File: src/rtl/ats_pkg.sv
// ----------------------------------------------------------------------------
// ats_pkg
// Shared types and constants for the attribute text splitter.
// ----------------------------------------------------------------------------
package ats_pkg;

    localparam int LEVEL_BITS_DEF = 8;

    // Parser phase codes
    localparam logic [2:0] PH_BETWEEN = 3'd0;
    localparam logic [2:0] PH_COMMENT = 3'd1;
    localparam logic [2:0] PH_KEY     = 3'd2;
    localparam logic [2:0] PH_VALUE   = 3'd3;
    localparam logic [2:0] PH_DONE    = 3'd4;

    // Result kinds
    localparam logic [1:0] KIND_KEY   = 2'd0;
    localparam logic [1:0] KIND_VALUE = 2'd1;
    localparam logic [1:0] KIND_END   = 2'd2;

    // Characters
    localparam logic [7:0] CH_SEMI    = 8'h3B;
    localparam logic [7:0] CH_EQ      = 8'h3D;
    localparam logic [7:0] CH_HASH    = 8'h23;
    localparam logic [7:0] CH_NL      = 8'h0A;
    localparam logic [7:0] CH_SPACE   = 8'h20;
    localparam logic [7:0] CH_TAB     = 8'h09;
    localparam logic [7:0] CH_LSQ     = 8'h5B;
    localparam logic [7:0] CH_RSQ     = 8'h5D;
    localparam logic [7:0] CH_LBRACE  = 8'h7B;
    localparam logic [7:0] CH_RBRACE  = 8'h7D;
    localparam logic [7:0] CH_LPAREN  = 8'h28;
    localparam logic [7:0] CH_RPAREN  = 8'h29;
    localparam logic [7:0] CH_SQUOTE  = 8'h27;
    localparam logic [7:0] CH_DQUOTE  = 8'h22;

    typedef struct packed {
        logic       valid;
        logic [1:0] kind;
        logic [7:0] ch;
        logic       flag;
    } ats_result_t;

    function automatic logic is_ws(input logic [7:0] b);
        return (b == CH_SPACE) || (b == CH_NL) || (b == CH_TAB);
    endfunction

endpackage

File: src/rtl/ats_nest_track.sv
// ----------------------------------------------------------------------------
// ats_nest_track
// Bracket and quote tracker: saturating nesting counters for [], {} and ()
// plus single/double quote toggles, updated for one byte.
// ----------------------------------------------------------------------------
module ats_nest_track
    import ats_pkg::*;
#(
    parameter int LEVEL_BITS = LEVEL_BITS_DEF
)
(
    input  logic [2:0][LEVEL_BITS-1:0] lv_in,
    input  logic [1:0]                 q_in,
    input  logic [7:0]                 b,
    output logic [2:0][LEVEL_BITS-1:0] lv_out,
    output logic [1:0]                 q_out,
    output logic                       top
);

    localparam logic [LEVEL_BITS-1:0] LVL_MAX = {1'b0, {(LEVEL_BITS-1){1'b1}}};
    localparam logic [LEVEL_BITS-1:0] LVL_MIN = {1'b1, {(LEVEL_BITS-1){1'b0}}};
    localparam logic [LEVEL_BITS-1:0] LVL_ONE = {{(LEVEL_BITS-1){1'b0}}, 1'b1};

    function automatic logic [LEVEL_BITS-1:0] bump_up(input logic [LEVEL_BITS-1:0] c);
        return (c == LVL_MAX) ? c : c + LVL_ONE;
    endfunction

    function automatic logic [LEVEL_BITS-1:0] bump_dn(input logic [LEVEL_BITS-1:0] c);
        return (c == LVL_MIN) ? c : c - LVL_ONE;
    endfunction

    assign top = (lv_in[0] == '0) && (lv_in[1] == '0) && (lv_in[2] == '0)
                 && (q_in == 2'b00);

    always_comb
    begin
        lv_out = lv_in;
        q_out  = q_in;
        case (b)
            CH_LSQ:    lv_out[0] = bump_up(lv_in[0]);
            CH_RSQ:    lv_out[0] = bump_dn(lv_in[0]);
            CH_LBRACE: lv_out[1] = bump_up(lv_in[1]);
            CH_RBRACE: lv_out[1] = bump_dn(lv_in[1]);
            CH_LPAREN: lv_out[2] = bump_up(lv_in[2]);
            CH_RPAREN: lv_out[2] = bump_dn(lv_in[2]);
            CH_SQUOTE: q_out[0]  = ~q_in[0];
            CH_DQUOTE: q_out[1]  = ~q_in[1];
            default:   ;
        endcase
    end

endmodule

File: src/rtl/ats_core.sv
// ----------------------------------------------------------------------------
// ats_core
// Parser state and single-pass next-state / result logic for one byte.
// ----------------------------------------------------------------------------
module ats_core
    import ats_pkg::*;
#(
    parameter int LEVEL_BITS = LEVEL_BITS_DEF
)
(
    input  logic        clk,
    input  logic        rst_n,
    input  logic        step,
    input  logic [7:0]  text_byte,
    input  logic        end_of_text,
    output ats_result_t res
);

    logic [2:0]                 phase_reg, phase_next;
    logic [2:0][LEVEL_BITS-1:0] attr_lv_reg, attr_lv_next;
    logic [2:0][LEVEL_BITS-1:0] val_lv_reg, val_lv_next;
    logic [1:0]                 attr_q_reg, attr_q_next;
    logic [1:0]                 val_q_reg, val_q_next;
    logic                       key_seen_reg, key_seen_next;

    logic                       in_attr, start;
    logic [2:0]                 eff_phase;
    logic [2:0][LEVEL_BITS-1:0] eff_attr_lv, eff_val_lv, trk_attr_lv, trk_val_lv;
    logic [1:0]                 eff_attr_q, eff_val_q, trk_attr_q, trk_val_q;
    logic                       eff_key_seen, attr_top, val_top;

    always_comb
    begin
        in_attr = (phase_reg == PH_KEY) || (phase_reg == PH_VALUE)
                  || (phase_reg == PH_DONE);
        start   = !in_attr && (phase_reg != PH_COMMENT) && !is_ws(text_byte)
                  && (text_byte != CH_LSQ) && (text_byte != CH_RSQ)
                  && (text_byte != CH_SEMI) && (text_byte != CH_HASH);
    end

    // A new attribute starts from cleared trackers
    assign eff_phase    = start ? PH_KEY : phase_reg;
    assign eff_attr_lv  = start ? '0 : attr_lv_reg;
    assign eff_val_lv   = start ? '0 : val_lv_reg;
    assign eff_attr_q   = start ? 2'b00 : attr_q_reg;
    assign eff_val_q    = start ? 2'b00 : val_q_reg;
    assign eff_key_seen = start ? 1'b0 : key_seen_reg;

    ats_nest_track #(.LEVEL_BITS(LEVEL_BITS)) u_attr_track (
        .lv_in  (eff_attr_lv),
        .q_in   (eff_attr_q),
        .b      (text_byte),
        .lv_out (trk_attr_lv),
        .q_out  (trk_attr_q),
        .top    (attr_top)
    );

    ats_nest_track #(.LEVEL_BITS(LEVEL_BITS)) u_val_track (
        .lv_in  (eff_val_lv),
        .q_in   (eff_val_q),
        .b      (text_byte),
        .lv_out (trk_val_lv),
        .q_out  (trk_val_q),
        .top    (val_top)
    );

    always_comb
    begin
        phase_next    = phase_reg;
        attr_lv_next  = attr_lv_reg;
        val_lv_next   = val_lv_reg;
        attr_q_next   = attr_q_reg;
        val_q_next    = val_q_reg;
        key_seen_next = key_seen_reg;
        res           = '0;

        if (end_of_text)
        begin
            if (in_attr)
            begin
                res.valid = 1'b1;
                res.kind  = KIND_END;
                res.flag  = key_seen_reg;
            end
            phase_next    = PH_BETWEEN;
            attr_lv_next  = '0;
            val_lv_next   = '0;
            attr_q_next   = 2'b00;
            val_q_next    = 2'b00;
            key_seen_next = 1'b0;
        end
        else if (phase_reg == PH_COMMENT)
        begin
            if (text_byte == CH_NL)
                phase_next = PH_BETWEEN;
        end
        else if (in_attr || start)
        begin
            if (text_byte == CH_SEMI && attr_top)
            begin
                res.valid     = 1'b1;
                res.kind      = KIND_END;
                res.flag      = eff_key_seen;
                phase_next    = PH_BETWEEN;
                attr_lv_next  = '0;
                val_lv_next   = '0;
                attr_q_next   = 2'b00;
                val_q_next    = 2'b00;
                key_seen_next = 1'b0;
            end
            else
            begin
                phase_next    = eff_phase;
                attr_lv_next  = trk_attr_lv;
                attr_q_next   = trk_attr_q;
                val_lv_next   = eff_val_lv;
                val_q_next    = eff_val_q;
                key_seen_next = eff_key_seen;
                if (eff_phase == PH_KEY)
                begin
                    if (text_byte == CH_EQ)
                        phase_next = PH_VALUE;
                    else if (!is_ws(text_byte))
                    begin
                        key_seen_next = 1'b1;
                        res.valid     = 1'b1;
                        res.kind      = KIND_KEY;
                        res.ch        = text_byte;
                    end
                end
                else if (eff_phase == PH_VALUE)
                begin
                    // top-level ';' ends the value, rest of attribute is swallowed
                    if (val_top && text_byte == CH_SEMI)
                        phase_next = PH_DONE;
                    else if (!(val_top && is_ws(text_byte)))
                    begin
                        val_lv_next = trk_val_lv;
                        val_q_next  = trk_val_q;
                        res.valid   = 1'b1;
                        res.kind    = KIND_VALUE;
                        res.ch      = text_byte;
                    end
                end
            end
        end
        else if (text_byte == CH_HASH)
            phase_next = PH_COMMENT;
        else
            phase_next = PH_BETWEEN;
    end

    always_ff @(posedge clk or negedge rst_n)
    begin
        if (!rst_n)
        begin
            phase_reg    <= PH_BETWEEN;
            attr_lv_reg  <= '0;
            val_lv_reg   <= '0;
            attr_q_reg   <= 2'b00;
            val_q_reg    <= 2'b00;
            key_seen_reg <= 1'b0;
        end
        else if (step)
        begin
            phase_reg    <= phase_next;
            attr_lv_reg  <= attr_lv_next;
            val_lv_reg   <= val_lv_next;
            attr_q_reg   <= attr_q_next;
            val_q_reg    <= val_q_next;
            key_seen_reg <= key_seen_next;
        end
    end

endmodule

File: src/rtl/attribute_text_splitter.sv
// ----------------------------------------------------------------------------
// attribute_text_splitter
// Streams key bytes, value bytes and one end marker per key = value attribute.
// ----------------------------------------------------------------------------
// One text byte per transaction in, at most one result per byte out. The
// block takes a byte every cycle unless the input stalls: a byte is
// registered on input, decoded combinationally against the parser state and
// its result lands in the output register. The input stalls only while a
// byte that yields a result finds the output register full and not being
// taken. Whitespace, square brackets and '#' comments between attributes,
// whitespace in keys and top-level whitespace in values produce no result.
// Nesting counters are LEVEL_BITS wide and saturate.
module attribute_text_splitter
    import ats_pkg::*;
#(
    parameter int LEVEL_BITS = LEVEL_BITS_DEF
)
(
    input  logic       clk,
    input  logic       rst_n,
    input  logic       in_valid,
    output logic       in_ready,
    input  logic [7:0] text_byte,
    input  logic       end_of_text,
    output logic       out_valid,
    input  logic       out_ready,
    output logic [1:0] item_kind,
    output logic [7:0] char_out,
    output logic       store_flag
);

    logic        in_valid_reg;
    logic [7:0]  byte_reg;
    logic        eot_reg;
    logic        out_valid_reg;
    logic [1:0]  kind_reg;
    logic [7:0]  char_reg;
    logic        flag_reg;
    logic        advance;
    ats_result_t res;

    ats_core #(.LEVEL_BITS(LEVEL_BITS)) u_core (
        .clk         (clk),
        .rst_n       (rst_n),
        .step        (advance),
        .text_byte   (byte_reg),
        .end_of_text (eot_reg),
        .res         (res)
    );

    // silent bytes never wait on the output side
    assign advance  = in_valid_reg && (!res.valid || !out_valid_reg || out_ready);
    assign in_ready = !in_valid_reg || advance;

    always_ff @(posedge clk or negedge rst_n)
    begin
        if (!rst_n)
            in_valid_reg <= 1'b0;
        else if (in_ready)
            in_valid_reg <= in_valid;
    end

    always_ff @(posedge clk)
    begin
        if (in_valid && in_ready)
        begin
            byte_reg <= text_byte;
            eot_reg  <= end_of_text;
        end
    end

    always_ff @(posedge clk or negedge rst_n)
    begin
        if (!rst_n)
            out_valid_reg <= 1'b0;
        else if (advance && res.valid)
            out_valid_reg <= 1'b1;
        else if (out_ready)
            out_valid_reg <= 1'b0;
    end

    always_ff @(posedge clk)
    begin
        if (advance && res.valid)
        begin
            kind_reg <= res.kind;
            char_reg <= res.ch;
            flag_reg <= res.flag;
        end
    end

    assign out_valid  = out_valid_reg;
    assign item_kind  = kind_reg;
    assign char_out   = char_reg;
    assign store_flag = flag_reg;

    a_kind_legal: assert property (@(posedge clk) disable iff (!rst_n)
        out_valid |-> (item_kind == KIND_KEY || item_kind == KIND_VALUE
                       || item_kind == KIND_END))
        else $error("illegal result kind");

    a_end_char_zero: assert property (@(posedge clk) disable iff (!rst_n)
        (out_valid && item_kind == KIND_END) |-> (char_out == 8'h00))
        else $error("end marker carries a character");

    a_byte_no_flag: assert property (@(posedge clk) disable iff (!rst_n)
        (out_valid && item_kind != KIND_END) |-> !store_flag)
        else $error("store flag set on a byte result");

    a_held_byte_kept: assert property (@(posedge clk) disable iff (!rst_n)
        (in_valid_reg && !advance) |=> (in_valid_reg && $stable(byte_reg)))
        else $error("stalled input byte lost");

    a_stall_cause: assert property (@(posedge clk) disable iff (!rst_n)
        (in_valid_reg && !advance) |-> (out_valid_reg && !out_ready && res.valid))
        else $error("input stalled without output back-pressure");

endmodule

File: config.mk
export PLATFORM = sky130hd
export DESIGN_NAME = attribute_text_splitter
export DESIGN_NICKNAME = d
export VERILOG_FILES = /design/src/rtl/ats_pkg.sv /design/src/rtl/ats_nest_track.sv /design/src/rtl/ats_core.sv /design/src/rtl/attribute_text_splitter.sv
export SDC_FILE = /design/constraint.sdc
export NUM_CORES = 1
export LEC_CHECK = 0
export ABC_AREA = 1
export CAP_MARGIN = 15
export CORE_MARGIN = 4
export CORE_UTILIZATION = 25
export DETAILED_ROUTE_END_ITERATION = 10
export DONT_BUFFER_PORTS = 1
export PLACE_DENSITY_LB_ADDON = 0.15
export SKIP_CTS_REPAIR_TIMING = 1
export SLEW_MARGIN = 20
export SYNTH_ARGS = -nofsm -noshare
export SYNTH_HDL_FRONTEND = slang
export SYNTH_HIERARCHICAL = 1
export SYNTH_SLANG_ARGS = --single-unit
export TNS_END_PERCENT = 1
File: constraint.sdc
create_clock -name clk -period 6.2 [get_ports clk]
set_clock_uncertainty 0.1 [all_clocks]
set_input_delay 1.24 -clock clk [delete_from_list [all_inputs] [get_ports clk]]
set_output_delay 1.24 -clock clk [all_outputs]
set_load 0.05 [all_outputs]
==> run_results.csv <==
group,metric,value,unit
power,leakagePower,3.76,nW
run,cap_viol_max_count,0,
critical_path,end_kind,"output port",
cts,cts_tree,"done",
cts,cts_buffers,9,
synth,yosysUniqueCellTypes,39,
route,wl_per_cell,14.2,µm
route,met1_length,11500,µm
timing,relSlewSlack,46.8,%
hold_path,hold_class,"flip-flop to flip-flop",
synth,syn_area_per_cell,6.14,µm²
timing,rsz0062_at_grt,"no",
global_route,grt.overflow.total,0,
critical_path,startpoint,"byte_reg[2]",
synth,syn-num-nets,1272,
timing,timing.final.crit_period,5.69,ns
cts,htreeDepth,3,
global_route,antenna_found_initial,5,
critical_path,path_cells,"nor2_1 -> nand2_1 -> a21oi_1 -> nor2_2 -> nand2_4 -> clkinv_2 -> nor2_1 -> inv_1 -> ha_1 -> nand3_2 -> nor2_1 -> nand3_1 -> nor2_1 -> nand2_1 -> o21ai_0 -> inv_1 -> nand2_1 -> nand4_2 -> buf_12",
route,drtPass1Iterations,6,
synth,syn_inst,1245,
finish,final_nets,1265,
synth,synth_seq_area_share,26.8,%
critical_path,worstSetupEndpoint,"in_ready",
die,placementRows,63,
critical_path,reg2regPathDepth,23,
cts,clock_sinks,78,
critical_path,r2r-end,"u_core/attr_lv_reg[7]",
timing,fin_crit_sh,91.8,%
die,initial_utilization,25.6,%
die,die_h,183,µm
cts,cts-root-buf,"clkbuf_16",
synth,synth_ff_type,"dfrtp_1",
timing,worst_slew_pin_slew,0.793,ns
synth,synthArstFlopShare,74.4,%
critical_path,crit_top_cell,"nor2_1",
critical_path,cpMaxStageDelayCell,"edfxtp_1",
synth,netlist_area,7650,µm²
placement,place_hpwl,17200,µm
critical_path,path_max_fanout,29,
die,coreArea,29900,µm²
die,die_area,33500,µm²
power,p_per_area,228,nW/µm²
die,die_x,183,µm
global_route,grt_pass1_wl,39000,µm
synth,yosys_warnings,6,
critical_path,start_kind,"flip-flop",
timing,final_hold_viol_count,0,
placement,io_buffers,0,
timing,finalSetupViolations,0,
synth,ys_ff_latch,78,
timing,final.setup.tns,0,ns
synth,synth_edf_count,20,
critical_path,reg2reg_slack,0.92,ns
global_route,grt_pass1_vias,7255,
finish,fillers,3339,
route,vias_per_cell,4.64,
cts,cts.clk_slew.worst_paths,0.06,ns
route,dr_total_vias,7586,
route,drt_iter0_drc,552,
critical_path,crit_path_max_incr_delay,0.66,ns
critical_path,required,4.86,ns
route,drt_wl_total,23300,µm
global_route,grt.total_usage,14.1,%
run_status,status,"finished clean",
critical_path,path_class,"flip-flop to output port",
placement,place_congestion,0.821,
route,routed.top_layer,"met5",
critical_path,worstReg2RegStart,"byte_reg[2]",
route,route.met3.wl,885,µm
route,ant_nets,0,
critical_path,cp.arrival,4.35,ns
global_route,grt_max_degree,59,
power,ir_drop,134,µV
die,pin_count,26,
timing,max_freq,0.176,GHz
cts,cts_buffer_depth,2,
route,drcViolationCount,0,
cts,clk_latency,0.34,ns
finish,drive_above_1_share,10.5,%
route,dr_wl_met2,10600,µm
power,finalPower,0.00191,W
finish,synthToLayoutAreaGrowth,9.63,%
timing,drv_slew,0,
-- where the power goes --
part | switching, W | internal [W]
Combinational | 0.000465 | 0.000155
Clock | 0.000227 | 0.000352
Sequential | 0.000119 | 0.000595
Total | 0.000811 | 0.00110
-- cells by family (layout without fill, tap and decap cells) --
| kind of cell | after synthesis | in the layout | synth area share (%) |
|---|---|---|---|
| and+or+nand+nor | 792 | 792 | 47.4 |
| buffers and inverters | 218 | 216 | 11.5 |
| AOI/OAI and AO/OA | 125 | 125 | 9.98 |
| DFF | 78 | 78 | 26.8 |
| xor gates and xnor gates | 18 | 18 | 2.06 |
| adders and majority gates | 14 | 14 | 2.29 |
| other | 0 | 1 | 0 |
-- final cells by class --
cell class              instances  area [µm²]  area share (%)
clock inverters                 6        86.3            1.03
well taps                     390         488            5.82
clock buffers                  10         229            2.73
inverters                     188         708            8.44
flip-flops and latches         78        2050            24.5
repair buffers                 12         103            1.22
multi-input cells             949        4720            56.3
diodes                          1        2.50          0.0298
-- worst min-delay path by stage --
stage / from / end / slack (ns) / cells after the start
after floorplan: u_core/val_lv_reg[13] / u_core/val_lv_reg[13] / 0.35 / 2
after global placement: u_core/val_lv_reg[12] / u_core/val_lv_reg[12] / 0.36 / 2
after detailed placement: u_core/val_lv_reg[14] / u_core/val_lv_reg[14] / 0.37 / 2
after CTS: u_core/val_q_reg[1] / u_core/val_q_reg[1] / 0.38 / 2
after global routing: u_core/val_q_reg[1] / u_core/val_q_reg[1] / 0.40 / 2
final: u_core/val_q_reg[1] / u_core/val_q_reg[1] / 0.38 / 2
-- layout by cell type, fill, tap and decap left out, drive strengths merged --
| master | Yosys | layout |
|---|---|---|
| buf | 27 | 12 |
| o22ai | 1 | 1 |
| nor2b | 1 | 1 |
| xor2 | 17 | 17 |
| dfrtp | 58 | 58 |
| inv | 187 | 186 |
| or2 | 3 | 3 |
| edfxtp | 20 | 20 |
| nand3 | 182 | 182 |
| clkbuf | 3 | 10 |
| o211ai | 18 | 18 |
| nand3b | 7 | 7 |
| nor3 | 7 | 7 |
| diode | 0 | 1 |
| nor2 | 189 | 189 |
| nand2 | 377 | 377 |
| o31ai | 1 | 1 |
| a41oi | 1 | 1 |
| a21oi | 5 | 5 |
| bufinv | 0 | 2 |
| nand4 | 23 | 23 |
| nor4 | 3 | 3 |
| o21ai | 98 | 98 |
| a31oi | 1 | 1 |
| ha | 14 | 14 |
| clkinv | 1 | 5 |
| clkinvlp | 0 | 1 |
| xnor2 | 1 | 1 |
-- synthesized netlist by cell type, drive strengths merged, types with 3 or more instances --
library cell,number,area [µm²]
a21oi,5,25.0
nor2,189,893
nand3b,7,52.6
xor2,17,149
o21ai,98,569
nand3,182,963
nand2,377,1460
nand4,23,156
nor3,7,50.1
ha,14,175
inv,187,702
o211ai,18,135
nor4,3,18.8
clkbuf,3,11.3
buf,27,161
edfxtp,20,601
or2,3,18.8
dfrtp,58,1450
-- routing by layer --
metal,vias up,GRT usage (%)
met2,112,23.1
met4,10,2.65
met5,-,0
met1,3469,19.5
li1,3969,-
met3,26,2.90
-- critical path: cells and delay by family, from the launching register on --
| kind | cells | cell delay [ns] |
|---|---|---|
| buffers and inverters | 4 | 0.83 |
| adders and majority gates | 1 | 0.22 |
| AOI/OAI and AO/OA | 2 | 0.39 |
| DFF | 1 | 0.66 |
| and+or+nand+nor | 12 | 1.90 |
-- through the flow --
stage               std cells  hold slack, ns  util [%]  setup slack [ns]  area [µm²]
floorplan                1245           0.349         -              1.53        7650
global placement         1617           0.362      27.0             0.861        8070
detailed placement       1617           0.366      27.0             0.688        8070
CTS                      1633           0.383      28.1             0.296        8380
global route             1633           0.399      28.1            0.0253        8380
finish                   1634           0.378      28.1             0.510        8390
No activity file was read; power rests on OpenSTA's default activity.
